## config.mk

```make
export PLATFORM = sky130hd
export DESIGN_NAME = toy_language_tokenizer_flat
export DESIGN_NICKNAME = d
export VERILOG_FILES = /design/src/hw/rtl/ttok_pkg.sv /design/src/hw/rtl/ttok_if.sv /design/src/hw/rtl/toy_language_tokenizer.sv /design/src/hw/rtl/ttok_scan.sv /design/src/hw/rtl/ttok_outq.sv /design/src/flat_wrapper.sv
export SDC_FILE = /design/constraint.sdc
export NUM_CORES = 1
export LEC_CHECK = 0
export ABC_AREA = 1
export BUFFER_PORTS_ARGS = -buffer_cell sky130_fd_sc_hd__buf_4
export CAP_MARGIN = 0
export CORE_UTILIZATION = 40
export DETAILED_ROUTE_END_ITERATION = 7
export PLACE_DENSITY = 0.63
export SLEW_MARGIN = 20
export SYNTH_ARGS = -nofsm -noshare
export SYNTH_HDL_FRONTEND = slang
export SYNTH_SLANG_ARGS = --single-unit
```

## constraint.sdc

```tcl
create_clock -name clk -period 4.99 [get_ports clk]
set_input_delay 0.2495 -clock clk [delete_from_list [all_inputs] [get_ports clk]]
set_output_delay 0.2495 -clock clk [all_outputs]
set_load 0.005 [all_outputs]
```

## src/hw/rtl/ttok_pkg.sv

```systemverilog
// Package for the toy language tokenizer.
// Holds token kinds, error codes, character constants and the result word type.
// Depends on nothing; the top level, scanner, queue and checker import it.
`default_nettype none

package ttok_pkg;

	localparam logic [4:0] K_IDENT   = 5'd0;
	localparam logic [4:0] K_NUMBER  = 5'd1;
	localparam logic [4:0] K_LITERAL = 5'd2;
	localparam logic [4:0] K_PLUS    = 5'd3;
	localparam logic [4:0] K_MINUS   = 5'd4;
	localparam logic [4:0] K_STAR    = 5'd5;
	localparam logic [4:0] K_SLASH   = 5'd6;
	localparam logic [4:0] K_LPAREN  = 5'd7;
	localparam logic [4:0] K_RPAREN  = 5'd8;
	localparam logic [4:0] K_SEMI    = 5'd9;
	localparam logic [4:0] K_COMMA   = 5'd10;
	localparam logic [4:0] K_LBRACK  = 5'd11;
	localparam logic [4:0] K_RBRACK  = 5'd12;
	localparam logic [4:0] K_LT      = 5'd13;
	localparam logic [4:0] K_NE      = 5'd14;
	localparam logic [4:0] K_LE      = 5'd15;
	localparam logic [4:0] K_GT      = 5'd16;
	localparam logic [4:0] K_GE      = 5'd17;
	localparam logic [4:0] K_ASSIGN  = 5'd18;
	localparam logic [4:0] K_EQ      = 5'd19;

	localparam logic [2:0] ERR_NONE       = 3'd0;
	localparam logic [2:0] ERR_IDENT_LONG = 3'd1;
	localparam logic [2:0] ERR_NUM_CHAR   = 3'd2;
	localparam logic [2:0] ERR_NUM_EOL    = 3'd3;
	localparam logic [2:0] ERR_NUM_EOF    = 3'd4;
	localparam logic [2:0] ERR_LIT_EOL    = 3'd5;
	localparam logic [2:0] ERR_LIT_EOF    = 3'd6;
	localparam logic [2:0] ERR_UNEXPECTED = 3'd7;

	localparam logic [7:0] CH_TAB    = 8'h09;
	localparam logic [7:0] CH_NL     = 8'h0A;
	localparam logic [7:0] CH_SPACE  = 8'h20;
	localparam logic [7:0] CH_QUOTE  = 8'h22;
	localparam logic [7:0] CH_LPAREN = 8'h28;
	localparam logic [7:0] CH_RPAREN = 8'h29;
	localparam logic [7:0] CH_STAR   = 8'h2A;
	localparam logic [7:0] CH_PLUS   = 8'h2B;
	localparam logic [7:0] CH_COMMA  = 8'h2C;
	localparam logic [7:0] CH_MINUS  = 8'h2D;
	localparam logic [7:0] CH_DOT    = 8'h2E;
	localparam logic [7:0] CH_SLASH  = 8'h2F;
	localparam logic [7:0] CH_SEMI   = 8'h3B;
	localparam logic [7:0] CH_LESS   = 8'h3C;
	localparam logic [7:0] CH_EQUAL  = 8'h3D;
	localparam logic [7:0] CH_GREAT  = 8'h3E;
	localparam logic [7:0] CH_LBRACK = 8'h5B;
	localparam logic [7:0] CH_RBRACK = 8'h5D;
	localparam logic [7:0] CH_E_UP   = 8'h45;
	localparam logic [7:0] CH_E_LOW  = 8'h65;

	typedef struct packed {
		logic       has_token;
		logic [4:0] token_kind;
		logic [7:0] token_length;
		logic [15:0] line_number;
		logic [2:0] error_kind;
		logic       last;
	} res_t;

	typedef struct packed {
		logic v0;
		logic v1;
		res_t r0;
		res_t r1;
	} push_t;

endpackage

`default_nettype wire

```

## src/hw/rtl/ttok_if.sv

```systemverilog
// Handshake interfaces of the tokenizer: source bytes in, result words out.
// Depends on nothing; widths follow the fields of one word.
`default_nettype none

interface ttok_in_if;
	logic       valid;
	logic       ready;
	logic [7:0] char_code;
	logic       end_of_input;

	modport source (output valid, output char_code, output end_of_input, input ready);
	modport sink (input valid, input char_code, input end_of_input, output ready);
endinterface

interface ttok_out_if;
	logic        valid;
	logic        ready;
	logic        has_token;
	logic [4:0]  token_kind;
	logic [7:0]  token_length;
	logic [15:0] line_number;
	logic [2:0]  error_kind;
	logic        last;

	modport source (output valid, output has_token, output token_kind, output token_length,
		output line_number, output error_kind, output last, input ready);
	modport sink (input valid, input has_token, input token_kind, input token_length,
		input line_number, input error_kind, input last, output ready);
endinterface

`default_nettype wire

```

## src/hw/rtl/toy_language_tokenizer.sv

```systemverilog
// Top level of the tokenizer: input register, scanner core and result queue.
// Depends on ttok_pkg, ttok_if, ttok_scan and ttok_outq.
//
// Takes one source byte per word and returns result words for tokens. A byte
// passes the input register and is scanned combinationally, so a new byte is
// accepted every cycle while the output side keeps up; one byte can yield two
// words (a pending token that it ends plus a token of its own), and the output
// delivers one word per cycle, while ready is high, from a four-entry queue,
// so such bytes can fill the queue and hold back input.
`default_nettype none

module toy_language_tokenizer #(
	parameter int MAX_IDENT_LEN = 30
) (
	input  wire logic   clk,
	input  wire logic   arst_n,
	ttok_in_if.sink     chars,
	ttok_out_if.source  tokens
);
	import ttok_pkg::*;

	logic       v_s1;
	logic [7:0] char_s1;
	logic       eoi_s1;
	logic       room;
	logic       fire;
	push_t      push;

	assign fire        = v_s1 && room;
	assign chars.ready = !v_s1 || fire;

	always_ff @(posedge clk or negedge arst_n) begin
		if (!arst_n) begin
			v_s1 <= 1'b0;
		end else if (chars.ready) begin
			v_s1 <= chars.valid;
		end
	end

	always_ff @(posedge clk) begin
		if (chars.ready && chars.valid) begin
			char_s1 <= chars.char_code;
			eoi_s1  <= chars.end_of_input;
		end
	end

	ttok_scan #(
		.MAX_IDENT_LEN(MAX_IDENT_LEN)
	) u_scan (
		.clk         (clk),
		.arst_n      (arst_n),
		.fire        (fire),
		.char_code   (char_s1),
		.end_of_input(eoi_s1),
		.push        (push)
	);

	ttok_outq u_outq (
		.clk   (clk),
		.arst_n(arst_n),
		.push  (push),
		.room  (room),
		.tokens(tokens)
	);

endmodule

`default_nettype wire

```

## src/hw/rtl/ttok_scan.sv

```systemverilog
// Scanner core: mode, number sub-state, length and line registers plus the
// one-pass next-state logic that yields up to two result words per byte.
// Depends on ttok_pkg.
`default_nettype none

module ttok_scan #(
	parameter int MAX_IDENT_LEN = 30
) (
	input  wire logic           clk,
	input  wire logic           arst_n,
	input  wire logic           fire,
	input  wire logic [7:0]     char_code,
	input  wire logic           end_of_input,
	output ttok_pkg::push_t     push
);
	import ttok_pkg::*;

	typedef enum logic [8:0] {
		M_IDLE    = 9'b000000001,
		M_IDENT   = 9'b000000010,
		M_NUMBER  = 9'b000000100,
		M_LITERAL = 9'b000001000,
		M_SLASH   = 9'b000010000,
		M_COMMENT = 9'b000100000,
		M_LESS    = 9'b001000000,
		M_GREATER = 9'b010000000,
		M_EQUAL   = 9'b100000000
	} mode_t;

	typedef enum logic [5:0] {
		N_INT  = 6'b000001,
		N_DOT  = 6'b000010,
		N_FRAC = 6'b000100,
		N_EXP  = 6'b001000,
		N_SIGN = 6'b010000,
		N_EXPD = 6'b100000
	} num_t;

	localparam logic [7:0] MaxLen = 8'(MAX_IDENT_LEN);

	mode_t       mode_q, mode_d;
	num_t        num_q, num_d;
	logic [7:0]  len_q, len_d, len_inc;
	logic [15:0] line_q, line_d, line_inc;
	logic        ovf_q, ovf_d;
	logic        pend_v, idle_v, rescan, to_idle;
	res_t        pend_r, idle_r;
	logic        is_alpha, is_digit, is_e, is_nl;

	function automatic res_t mk(logic has, logic [4:0] kind, logic [7:0] len,
		logic [15:0] line, logic [2:0] err);
		res_t r;
		r.has_token    = has;
		r.token_kind   = kind;
		r.token_length = len;
		r.line_number  = line;
		r.error_kind   = err;
		r.last         = 1'b0;
		return r;
	endfunction

	assign is_alpha = (char_code >= 8'h61 && char_code <= 8'h7A) ||
		(char_code >= 8'h41 && char_code <= 8'h5A);
	assign is_digit = char_code >= 8'h30 && char_code <= 8'h39;
	assign is_e     = char_code == CH_E_LOW || char_code == CH_E_UP;
	assign is_nl    = char_code == CH_NL;
	assign len_inc  = (len_q == 8'hFF) ? len_q : len_q + 8'd1;
	assign line_inc = (line_q == 16'hFFFF) ? line_q : line_q + 16'd1;

	always_comb begin
		mode_d  = mode_q;
		num_d   = num_q;
		len_d   = len_q;
		line_d  = line_q;
		ovf_d   = ovf_q;
		pend_v  = 1'b0;
		idle_v  = 1'b0;
		rescan  = 1'b0;
		to_idle = 1'b0;
		pend_r  = mk(1'b0, K_IDENT, 8'd0, line_q, ERR_NONE);
		idle_r  = pend_r;
		if (end_of_input) begin
			to_idle = 1'b1;
			case (mode_q)
				M_IDENT: begin
					pend_v = 1'b1;
					pend_r = mk(1'b1, K_IDENT, len_q, line_q,
						ovf_q ? ERR_IDENT_LONG : ERR_NONE);
				end
				M_NUMBER: begin
					pend_v = 1'b1;
					pend_r = mk(1'b1, K_NUMBER, len_q, line_q,
						(num_q == N_DOT || num_q == N_EXP || num_q == N_SIGN) ?
						ERR_NUM_EOF : ERR_NONE);
				end
				M_LITERAL: begin
					pend_v = 1'b1;
					pend_r = mk(1'b1, K_LITERAL, len_q, line_q, ERR_LIT_EOF);
				end
				M_SLASH: begin
					pend_v = 1'b1;
					pend_r = mk(1'b1, K_SLASH, 8'd1, line_q, ERR_NONE);
				end
				M_LESS: begin
					pend_v = 1'b1;
					pend_r = mk(1'b1, K_LT, 8'd1, line_q, ERR_NONE);
				end
				M_GREATER: begin
					pend_v = 1'b1;
					pend_r = mk(1'b1, K_GT, 8'd1, line_q, ERR_NONE);
				end
				M_EQUAL: begin
					pend_v = 1'b1;
					pend_r = mk(1'b1, K_ASSIGN, 8'd1, line_q, ERR_NONE);
				end
				default: ;
			endcase
		end else begin
			case (mode_q)
				M_IDENT: begin
					if (is_alpha || is_digit) begin
						if (len_q < MaxLen) len_d = len_q + 8'd1;
						else ovf_d = 1'b1;
					end else begin
						pend_v = 1'b1;
						pend_r = mk(1'b1, K_IDENT, len_q, line_q,
							ovf_q ? ERR_IDENT_LONG : ERR_NONE);
						rescan = 1'b1;
					end
				end
				M_NUMBER: begin
					if (num_q == N_INT || num_q == N_FRAC || num_q == N_EXPD) begin
						if (is_digit) begin
							len_d = len_inc;
						end else if (num_q == N_INT && char_code == CH_DOT) begin
							len_d = len_inc;
							num_d = N_DOT;
						end else if (num_q != N_EXPD && is_e) begin
							len_d = len_inc;
							num_d = N_EXP;
						end else begin
							pend_v = 1'b1;
							pend_r = mk(1'b1, K_NUMBER, len_q, line_q, ERR_NONE);
							rescan = 1'b1;
						end
					end else begin
						if (is_digit) begin
							len_d = len_inc;
							num_d = (num_q == N_DOT) ? N_FRAC : N_EXPD;
						end else if (num_q == N_EXP &&
							(char_code == CH_PLUS || char_code == CH_MINUS)) begin
							len_d = len_inc;
							num_d = N_SIGN;
						end else begin
							pend_v = 1'b1;
							pend_r = mk(1'b1, K_NUMBER, len_q, line_q,
								is_nl ? ERR_NUM_EOL : ERR_NUM_CHAR);
							rescan = 1'b1;
						end
					end
				end
				M_LITERAL: begin
					if (char_code == CH_QUOTE) begin
						pend_v  = 1'b1;
						pend_r  = mk(1'b1, K_LITERAL, len_inc, line_q, ERR_NONE);
						to_idle = 1'b1;
					end else if (is_nl) begin
						line_d  = line_inc;
						pend_v  = 1'b1;
						pend_r  = mk(1'b1, K_LITERAL, len_q, line_inc, ERR_LIT_EOL);
						to_idle = 1'b1;
					end else begin
						len_d = len_inc;
					end
				end
				M_SLASH: begin
					if (char_code == CH_SLASH) begin
						mode_d = M_COMMENT;
						len_d  = 8'd0;
					end else begin
						pend_v = 1'b1;
						pend_r = mk(1'b1, K_SLASH, 8'd1, line_q, ERR_NONE);
						rescan = 1'b1;
					end
				end
				M_COMMENT: begin
					if (is_nl) begin
						line_d  = line_inc;
						to_idle = 1'b1;
					end
				end
				M_LESS: begin
					pend_v = 1'b1;
					if (char_code == CH_GREAT) begin
						pend_r  = mk(1'b1, K_NE, 8'd2, line_q, ERR_NONE);
						to_idle = 1'b1;
					end else if (char_code == CH_EQUAL) begin
						pend_r  = mk(1'b1, K_LE, 8'd2, line_q, ERR_NONE);
						to_idle = 1'b1;
					end else begin
						pend_r = mk(1'b1, K_LT, 8'd1, line_q, ERR_NONE);
						rescan = 1'b1;
					end
				end
				M_GREATER: begin
					pend_v = 1'b1;
					if (char_code == CH_EQUAL) begin
						pend_r  = mk(1'b1, K_GE, 8'd2, line_q, ERR_NONE);
						to_idle = 1'b1;
					end else begin
						pend_r = mk(1'b1, K_GT, 8'd1, line_q, ERR_NONE);
						rescan = 1'b1;
					end
				end
				M_EQUAL: begin
					pend_v = 1'b1;
					if (char_code == CH_EQUAL) begin
						pend_r  = mk(1'b1, K_EQ, 8'd2, line_q, ERR_NONE);
						to_idle = 1'b1;
					end else begin
						pend_r = mk(1'b1, K_ASSIGN, 8'd1, line_q, ERR_NONE);
						rescan = 1'b1;
					end
				end
				default: rescan = 1'b1;
			endcase
		end

		if (to_idle || rescan) begin
			mode_d = M_IDLE;
			num_d  = N_INT;
			len_d  = 8'd0;
			ovf_d  = 1'b0;
		end

		if (rescan) begin
			if (char_code == CH_SPACE || char_code == CH_TAB) begin
				idle_v = 1'b0;
			end else if (is_nl) begin
				line_d = line_inc;
			end else if (is_alpha) begin
				mode_d = M_IDENT;
				len_d  = 8'd1;
			end else if (is_digit) begin
				mode_d = M_NUMBER;
				len_d  = 8'd1;
			end else begin
				idle_v = 1'b1;
				case (char_code)
					CH_PLUS:   idle_r = mk(1'b1, K_PLUS, 8'd1, line_q, ERR_NONE);
					CH_MINUS:  idle_r = mk(1'b1, K_MINUS, 8'd1, line_q, ERR_NONE);
					CH_STAR:   idle_r = mk(1'b1, K_STAR, 8'd1, line_q, ERR_NONE);
					CH_LPAREN: idle_r = mk(1'b1, K_LPAREN, 8'd1, line_q, ERR_NONE);
					CH_RPAREN: idle_r = mk(1'b1, K_RPAREN, 8'd1, line_q, ERR_NONE);
					CH_SEMI:   idle_r = mk(1'b1, K_SEMI, 8'd1, line_q, ERR_NONE);
					CH_COMMA:  idle_r = mk(1'b1, K_COMMA, 8'd1, line_q, ERR_NONE);
					CH_LBRACK: idle_r = mk(1'b1, K_LBRACK, 8'd1, line_q, ERR_NONE);
					CH_RBRACK: idle_r = mk(1'b1, K_RBRACK, 8'd1, line_q, ERR_NONE);
					CH_SLASH: begin
						idle_v = 1'b0;
						mode_d = M_SLASH;
						len_d  = 8'd1;
					end
					CH_LESS: begin
						idle_v = 1'b0;
						mode_d = M_LESS;
						len_d  = 8'd1;
					end
					CH_GREAT: begin
						idle_v = 1'b0;
						mode_d = M_GREATER;
						len_d  = 8'd1;
					end
					CH_EQUAL: begin
						idle_v = 1'b0;
						mode_d = M_EQUAL;
						len_d  = 8'd1;
					end
					CH_QUOTE: begin
						idle_v = 1'b0;
						mode_d = M_LITERAL;
						len_d  = 8'd1;
					end
					default: idle_r = mk(1'b0, K_IDENT, 8'd1, line_q, ERR_UNEXPECTED);
				endcase
			end
		end
	end

	always_comb begin
		push.v0      = fire && (pend_v || idle_v);
		push.v1      = fire && pend_v && idle_v;
		push.r0      = pend_v ? pend_r : idle_r;
		push.r0.last = !(pend_v && idle_v);
		push.r1      = idle_r;
		push.r1.last = 1'b1;
	end

	always_ff @(posedge clk or negedge arst_n) begin
		if (!arst_n) begin
			mode_q <= M_IDLE;
			num_q  <= N_INT;
			len_q  <= 8'd0;
			line_q <= 16'd1;
			ovf_q  <= 1'b0;
		end else if (fire) begin
			mode_q <= mode_d;
			num_q  <= num_d;
			len_q  <= len_d;
			line_q <= line_d;
			ovf_q  <= ovf_d;
		end
	end

endmodule

`default_nettype wire

```

## src/hw/rtl/ttok_outq.sv

```systemverilog
// Four-entry result queue: takes up to two words per cycle from the scanner
// and hands one word per cycle to the output channel while it is ready.
// Depends on ttok_pkg and ttok_if.
`default_nettype none

module ttok_outq (
	input  wire logic          clk,
	input  wire logic          arst_n,
	input  ttok_pkg::push_t    push,
	output logic               room,
	ttok_out_if.source         tokens
);
	import ttok_pkg::*;

	localparam int Depth = 4;
	localparam int Aw    = $clog2(Depth);

	res_t          mem [Depth];
	logic [Aw-1:0] wr_q, rd_q;
	logic [Aw:0]   count_q;
	logic          pop;
	logic [Aw:0]   n_push;
	res_t          head;

	assign pop    = tokens.valid && tokens.ready;
	assign n_push = (Aw+1)'(push.v0) + (Aw+1)'(push.v1);
	assign room   = count_q <= (Aw+1)'(Depth - 2);
	assign head   = mem[rd_q];

	assign tokens.valid        = count_q != '0;
	assign tokens.has_token    = head.has_token;
	assign tokens.token_kind   = head.token_kind;
	assign tokens.token_length = head.token_length;
	assign tokens.line_number  = head.line_number;
	assign tokens.error_kind   = head.error_kind;
	assign tokens.last         = head.last;

	always_ff @(posedge clk) begin
		if (push.v0) mem[wr_q] <= push.r0;
		if (push.v1) mem[wr_q + Aw'(1)] <= push.r1;
	end

	always_ff @(posedge clk or negedge arst_n) begin
		if (!arst_n) begin
			wr_q    <= '0;
			rd_q    <= '0;
			count_q <= '0;
		end else begin
			wr_q    <= wr_q + n_push[Aw-1:0];
			rd_q    <= rd_q + Aw'(pop);
			count_q <= count_q + n_push - (Aw+1)'(pop);
		end
	end

endmodule

`default_nettype wire

```

## src/flat_wrapper.sv

```systemverilog
// flat-port wrapper written by rule: the top's interface ports become plain ports
module toy_language_tokenizer_flat import ttok_pkg::*;
#(
	parameter int MAX_IDENT_LEN = 30
)
  (clk, arst_n, chars_valid, chars_char_code, chars_end_of_input, chars_ready, tokens_valid, tokens_has_token, tokens_token_kind, tokens_token_length, tokens_line_number, tokens_error_kind, tokens_last, tokens_ready);
  ttok_in_if chars_i ();
  ttok_out_if tokens_i ();
  input  wire logic clk;
  input  wire logic arst_n;
  input wire logic [$bits(chars_i.valid)-1:0] chars_valid;
  input wire logic [$bits(chars_i.char_code)-1:0] chars_char_code;
  input wire logic [$bits(chars_i.end_of_input)-1:0] chars_end_of_input;
  output wire logic [$bits(chars_i.ready)-1:0] chars_ready;
  output wire logic [$bits(tokens_i.valid)-1:0] tokens_valid;
  output wire logic [$bits(tokens_i.has_token)-1:0] tokens_has_token;
  output wire logic [$bits(tokens_i.token_kind)-1:0] tokens_token_kind;
  output wire logic [$bits(tokens_i.token_length)-1:0] tokens_token_length;
  output wire logic [$bits(tokens_i.line_number)-1:0] tokens_line_number;
  output wire logic [$bits(tokens_i.error_kind)-1:0] tokens_error_kind;
  output wire logic [$bits(tokens_i.last)-1:0] tokens_last;
  input wire logic [$bits(tokens_i.ready)-1:0] tokens_ready;
  assign chars_i.valid = chars_valid;
  assign chars_i.char_code = chars_char_code;
  assign chars_i.end_of_input = chars_end_of_input;
  assign chars_ready = chars_i.ready;
  assign tokens_valid = tokens_i.valid;
  assign tokens_has_token = tokens_i.has_token;
  assign tokens_token_kind = tokens_i.token_kind;
  assign tokens_token_length = tokens_i.token_length;
  assign tokens_line_number = tokens_i.line_number;
  assign tokens_error_kind = tokens_i.error_kind;
  assign tokens_last = tokens_i.last;
  assign tokens_i.ready = tokens_ready;
  toy_language_tokenizer #(.MAX_IDENT_LEN(MAX_IDENT_LEN)) u_core (.clk(clk), .arst_n(arst_n), .chars(chars_i), .tokens(tokens_i));
endmodule
```

# --- Word level (Yosys, flattened, before mapping) ---
# Memories as Yosys holds them, arrays and structs flattened.
# Cells that the tools add are included.
totals:
  input_bits: 13
  n_memories: 1
  mem_bits_rw: 136
  elab_cells: 220
  register_bits: 57
  out_inout_bits: 36
op_classes:
  muxes: 112
  reduce_logical: 39
  n_addsub: 8
  eq_ne: 41
  magnitude_cmp: 8
memory_table:
  columns: ["name", "words", "width", "read_ports", "rd_clocked_by_memory_dff", "wr", "line", "rtl"]
  rows:
  - ["u_core.u_outq.mem", 4, 34, 1, 0, 2, "ttok_outq.sv:18", "res_t mem [Depth];"]
op_table:
  columns: ["operator", "n"]
  rows:
  - ["$mux 34", 17]
  - ["$pmux 34 s7", 2]
  - ["$pmux 34 s10", 1]
  - ["$mux 8", 20]
  - ["$eq 8x6->1 const B", 14]
  - ["$mux 16", 7]
  - ["$mux 9", 9]
  - ["$mux 30", 2]
  - ["$mux 6", 10]
  - ["$mux 29", 2]
  - ["$pmux 9 s5", 1]
  - ["$mux 1", 35]
  - ["$eq 8x7->1 const B", 4]
  - ["$pmux 16 s2", 1]
  - ["$pmux 8 s4", 1]
  - ["$add 16x1->16 const B", 1]
  - ["$eq 16x16->1 const B", 1]
  - ["$eq 8x4->1 const B", 2]
  - ["$ge 8x7->1 const B", 2]
  - ["$le 8x7->1 const B", 2]
  - ["$logic_and 1x1->1", 13]
  - ["$logic_or 1x1->1", 12]
  - ["$eq 9x2->1 const B", 1]
  - ["$eq 9x3->1 const B", 1]
  - ["other kinds (43)", 47]

# --- Depth between registers and ports, before layout ---
logic_depth:
  word_depth: 17
  depth_mapped: 26
  mapped_depth_nobuf: 25

# --- By module ---
# From an unflattened synthesis, not the netlist that was laid out.
unflattened:
  cells_unflattened: 2072
  area_unflattened_um2: 13968.4
by_module_without_submodules:
  columns: ["mod", "cells_each", "seq_area_each_um2", "area_per_inst_um2", "instances"]
  rows:
  - ["ttok_outq", 1045, 4259.1, 8134.1, 1]
  - ["ttok_scan", 1010, 1004.7, 5511.5, 1]
  - ["toy_language_tokenizer", 17, 295.3, 322.8, 1]

# --- Least setup slack after synthesis ---
# Ideal clock, no wire load.
synth_timing:
  path_kind: "reg-to-reg"
  start: "register u_core.char_s1[4]"
  end: "register u_core.u_outq.count_q[2]"
  path_stages_with_launch: 23
  n_path_buf: 1
  setup_time_ps: 129
  setup_slack_ps: 1481
  period_less_slack_ps: 3509
  required_ps: 4861
  t_arrival_ps: 3380
  cell_sequence: "edfxtp_1 inv_2 nand2_1 nor2_4 nand3_1 a21oi_1 nand3_1 nand2_1 nand2_4 inv_6 nand2_4 buf_2 nand2_1 inv_1 ha_1 inv_1 ha_1 inv_1 ha_1 inv_1 fa_1 xnor2_1 xor2_1"
synth_via:
  elab_chain_len: 15
  word_cells_on_any_way: 60
  cone_classes: "3 x add/sub; 6 x order compare; 13 x eq/ne; 22 x mux; 16 x reduce/logical"
synth_rtl:
  columns: ["element", "line", "rtl"]
  rows:
  - ["start: declaration", "toy_language_tokenizer.sv:23", "logic [7:0] char_s1;"]
  - ["start signal: assignment", "toy_language_tokenizer.sv:42", "char_s1 <= chars.char_code;"]
  - ["$eq 8x7->1", "ttok_scan.sv:65", "assign is_e = char_code == CH_E_LOW || char_code == CH_E_UP;"]
  - ["$logic_or 1x1->1", "ttok_scan.sv:65", null]
  - ["$logic_and 1x1->1", "ttok_scan.sv:138", "end else if (num_q != N_EXPD && is_e) begin"]
  - ["$mux 1", "ttok_scan.sv:138", null]
  - ["$mux 1", "ttok_scan.sv:135", "end else if (num_q == N_INT && char_code == CH_DOT) begin"]
  - ["$mux 1", "ttok_scan.sv:133", "if (is_digit) begin"]
  - ["$mux 1", "ttok_scan.sv:132", "if (num_q == N_INT || num_q == N_FRAC || num_q == N_EXPD) begin"]
  - ["$pmux 1 s6", "ttok_scan.sv:119", "case (mode_q)"]
  - ["$mux 1", "ttok_scan.sv:82", "if (end_of_input) begin"]
  - ["$mux 1", "ttok_scan.sv:236", "if (rescan) begin"]
  - ["$logic_or 1x1->1", "ttok_scan.sv:291", "push.v0 = fire && (pend_v || idle_v);"]
  - ["$logic_and 1x1->1", "ttok_scan.sv:291", null]
  - ["$add 1x1->2 (*)", "ttok_outq.sv:26", "assign n_push = (Aw+1)'(push.v0) + (Aw+1)'(push.v1);"]
  - ["$add 3x2->3 (*)", "ttok_outq.sv:51", "count_q <= count_q + n_push - (Aw+1)'(pop);"]
  - ["$sub 3x1->3 (*)", "ttok_outq.sv:51", null]
  - ["end signal: assignment", "ttok_outq.sv:51", null]
  - ["end: declaration", "ttok_outq.sv:20", "logic [Aw:0] count_q;"]
# Every way passes the cells marked *; elsewhere a longest branch is shown, timed or not.
# A chain may end at the register's enable or synchronous reset.

# --- Final worst setup path ---
# Same ends and word-level chain as after synthesis.

==> out/summary.txt <==
CP startpoint kind -> flop
Seq/Total Area, Yosys -> 41.19%
Bufs on Longest Clock Path -> 2
status -> finished with violations
Slew Limit Fails -> 0
ANT cells -> 0
library cells used by synthesis -> 53
vias in the first global route -> 11240
XOR/XNOR share of the synthesized area -> 1.249%
Final Hold Fails -> 0
CORE AREA -> 30830 sq um
Post-Route WL -> 39.49 mm
worst slew pin tran -> 1056 ps
ratio of cells with drive above 1 in the final layout -> 11.29%
Async SR Flop Fraction -> 24.87%
worst hold path type -> in2async
worst setup path startpoint -> u_core.char_s1[4]
leakage power total -> 6.256 nW
most used cell along the critical path -> nand2_1
Netlist Area Pre-Place -> 12620 sq um
Post-Synth Simple-Gate Area -> 33.37%
CP max stage delay -> 440 ps
Slew HR -> 29.59%
largest net degree at the start of global routing -> 62
Syn Nets -> 1820
Pre-antenna DRT Iters -> 8
commonest non-fill, non-tap cell in the layout -> nand2_1
Max-Cap Viols -> 0
root buf cell -> clkbuf_16
fin crit share -> 83.27%
most common flop cell mapped by yosys -> edfxtp_1
most frequent cells in the layout -> nand2_1 (504), inv_1 (182), nor2_1 (173), nand3_1 (157), o21ai_0 (151)
critical path's top delay family -> simple AND/OR/NAND/NOR gates
Die ar. -> 32270 sq um
standard-cell rows -> 64
vias per inst -> 5.484
Synth warnings -> 0
RSZ-0062 raised after global routing -> false
number of enable flip-flop cells after synthesis -> 109
Synth Area in Adders -> 0.9516%
compound-cell area share of the yosys netlist -> 13.45%
Total Routing Usage GR -> 24.78%
Skew-Pair Late Insertion Delay -> 470 ps
Via Count -> 12130
Wirelength per Cell -> 17.85 um
Worst Path Required -> 5380 ps
Fin Hold WS -> 390.0 ps
Reg-to-Reg Start -> u_core.char_s1[4]
Post-Syn Area per Cell -> 7.020 sq um
CTS tree -> yes
Post-DP HPWL -> 26.78 mm
Setup violations, final -> 0
H-tree depth -> 4
worst clock skew -> 19.75 ps
pwr dens -> 469.5 nW/um^2
post-cts resize count -> 0
routability cong. -> 0.9192
NumNets Final -> 1825
CP Class -> reg2reg
Peak VDD IR -> 0.2399 mV
Area Overhead vs Synth -> 10.59%
CTS Buf Count -> 17
Routed Antenna Nets -> 0
fmax -> 0.2407 GHz
Iter 0 DRT Violations -> 1210
mux share of post-synthesis cell area -> 0%
Setup crit end kind -> flop
crit path time final -> 4155 ps
Yosys reg bits -> 193
Buffers on Ports -> 48
global-route wire length before repair -> 62.78 mm
Clock transition at path regs -> 80 ps
setup TNS -> 0 ps
largest fanout on the critical path -> 34
Die Span Y -> 179.6 um
# clock sinks -> 193
Cells after Synth -> 1798
die width -> 179.6 um
Worst Path Arrival -> 4550 ps
initial antenna violation count -> 0
gr ovfl total -> 0
failing checks -> DRC
slowest cell on the critical path -> edfxtp_1
initial core utilization -> 40.94%
DRC -> 6
largest family of logic cells by synthesized area -> simple AND/OR/NAND/NOR gates
# IOs -> 49
worst path buffer plus inverter count -> 7
## sequential cells by signal (all words and copies together) (netlist names)
name                   flops
u_core.u_scan.line_q      16
u_core.u_outq.mem        136
u_core.u_scan.mode_q       9
u_core.u_scan.num_q        6
u_core.u_outq.wr_q         2
u_core.eoi_s1              1
u_core.u_scan.len_q        8
u_core.u_outq.rd_q         2
u_core.char_s1             8
u_core.v_s1                1
u_core.u_scan.ovf_q        1
u_core.u_outq.count_q      3
## metal layers
metal	vias up	wire length, um	track usage, %
li1	5920	-	-
met1	5649	17710	34.10
met2	501	17810	39.20
met3	61	3019	3.991
met4	0	946	9.276
met5	-	0	0
## cells by family after synthesis
logic type,Yosys count
compound gates,308
buf+inv,309
flops,193
fa+ha+maj,9
simple gates,961
xor+xnor,18
## final timing paths
kind	to	slack, ps	cells past startpoint
worst min register to register	u_core.u_outq.mem[2][27]	470	2
min in group clk	u_core.u_outq.rd_q[0]	440	3
worst min-delay path	u_core.u_scan.len_q[6]	390	2
worst max register to register	u_core.u_outq.count_q[2]	830	25
max in group asynchronous	u_core.u_outq.rd_q[0]	4080	2
worst max-delay path	u_core.u_outq.count_q[2]	830	25
## worst reg2reg max path, stage by stage, from the launching register on
cell	delay (ps)
edfxtp_1	440
inv_2	130
nand2_1	90
nor2_4	260
nand2_1	130
nand2_1	90
nand2_1	70
nand2_1	60
nand2_1	110
nand2_2	280
nand2_4	120
inv_4	90
nand2_4	110
inv_6	130
nand2_4	230
nand2_1	130
inv_1	50
ha_1	290
inv_1	50
ha_1	270
inv_1	60
ha_1	130
inv_1	40
fa_1	370
xnor2_1	190
xor2_1	170
## repair_timing
item                                   in CTS  in global routing
hold buffers                               11                  0
endpoints found under the hold margin      55                  0
buffers inserted                            0                  0
## layout make-up
type | instances | area, sq um
well taps | 396 | 495.5
clock buffers | 18 | 429.2
inverters | 210 | 798.3
fillers | 3098 | 16870
multi-input cells | 1296 | 6215
clock inverters | 14 | 155.1
flip-flops and latches | 193 | 5200
repair buffers | 85 | 665.6
## metrics by stage
stage	cells	setup slack, ps	total power [mW]	instance area (sq um)	utilization [%]
global route	2212	507.5	6.994	13960	45.28
floorplan	1798	1481	4.068	12620	-
global placement	2169	999.6	5.142	13260	43.02
finish	2212	834.7	6.554	13960	45.28
detailed placement	2169	873.3	5.183	13260	43.02
CTS	2212	856.3	6.581	13960	45.28
## power breakdown
group          internal, mW  switching [mW]
clock network         0.674           0.716
registers              2.02           0.199
logic                 0.910            2.03
## synth_stat cells, types with 7 or more instances
library cell	count	area (sq um)
xor2_1	14	122.6
o21ai_1	26	130.1
inv_1	183	686.9
nor2_2	28	175.2
ha_1	8	100.1
nor2_1	176	660.6
dfrtp_1	45	1126
a21oi_1	61	305.3
nand2_2	8	50.05
clkbuf_1	66	247.7
nand3_2	11	110.1
nand2_1	504	1892
a21boi_0	7	52.55
edfxtp_1	109	3273
o21ai_0	151	755.7
nand3_1	157	785.8
nand4_1	42	262.8
dfxtp_1	36	720.7
buf_2	20	100.1
nor3_1	16	80.08
o22ai_1	33	206.5
inv_2	22	82.58
Note: power is estimated with default switching activity, not from simulation.
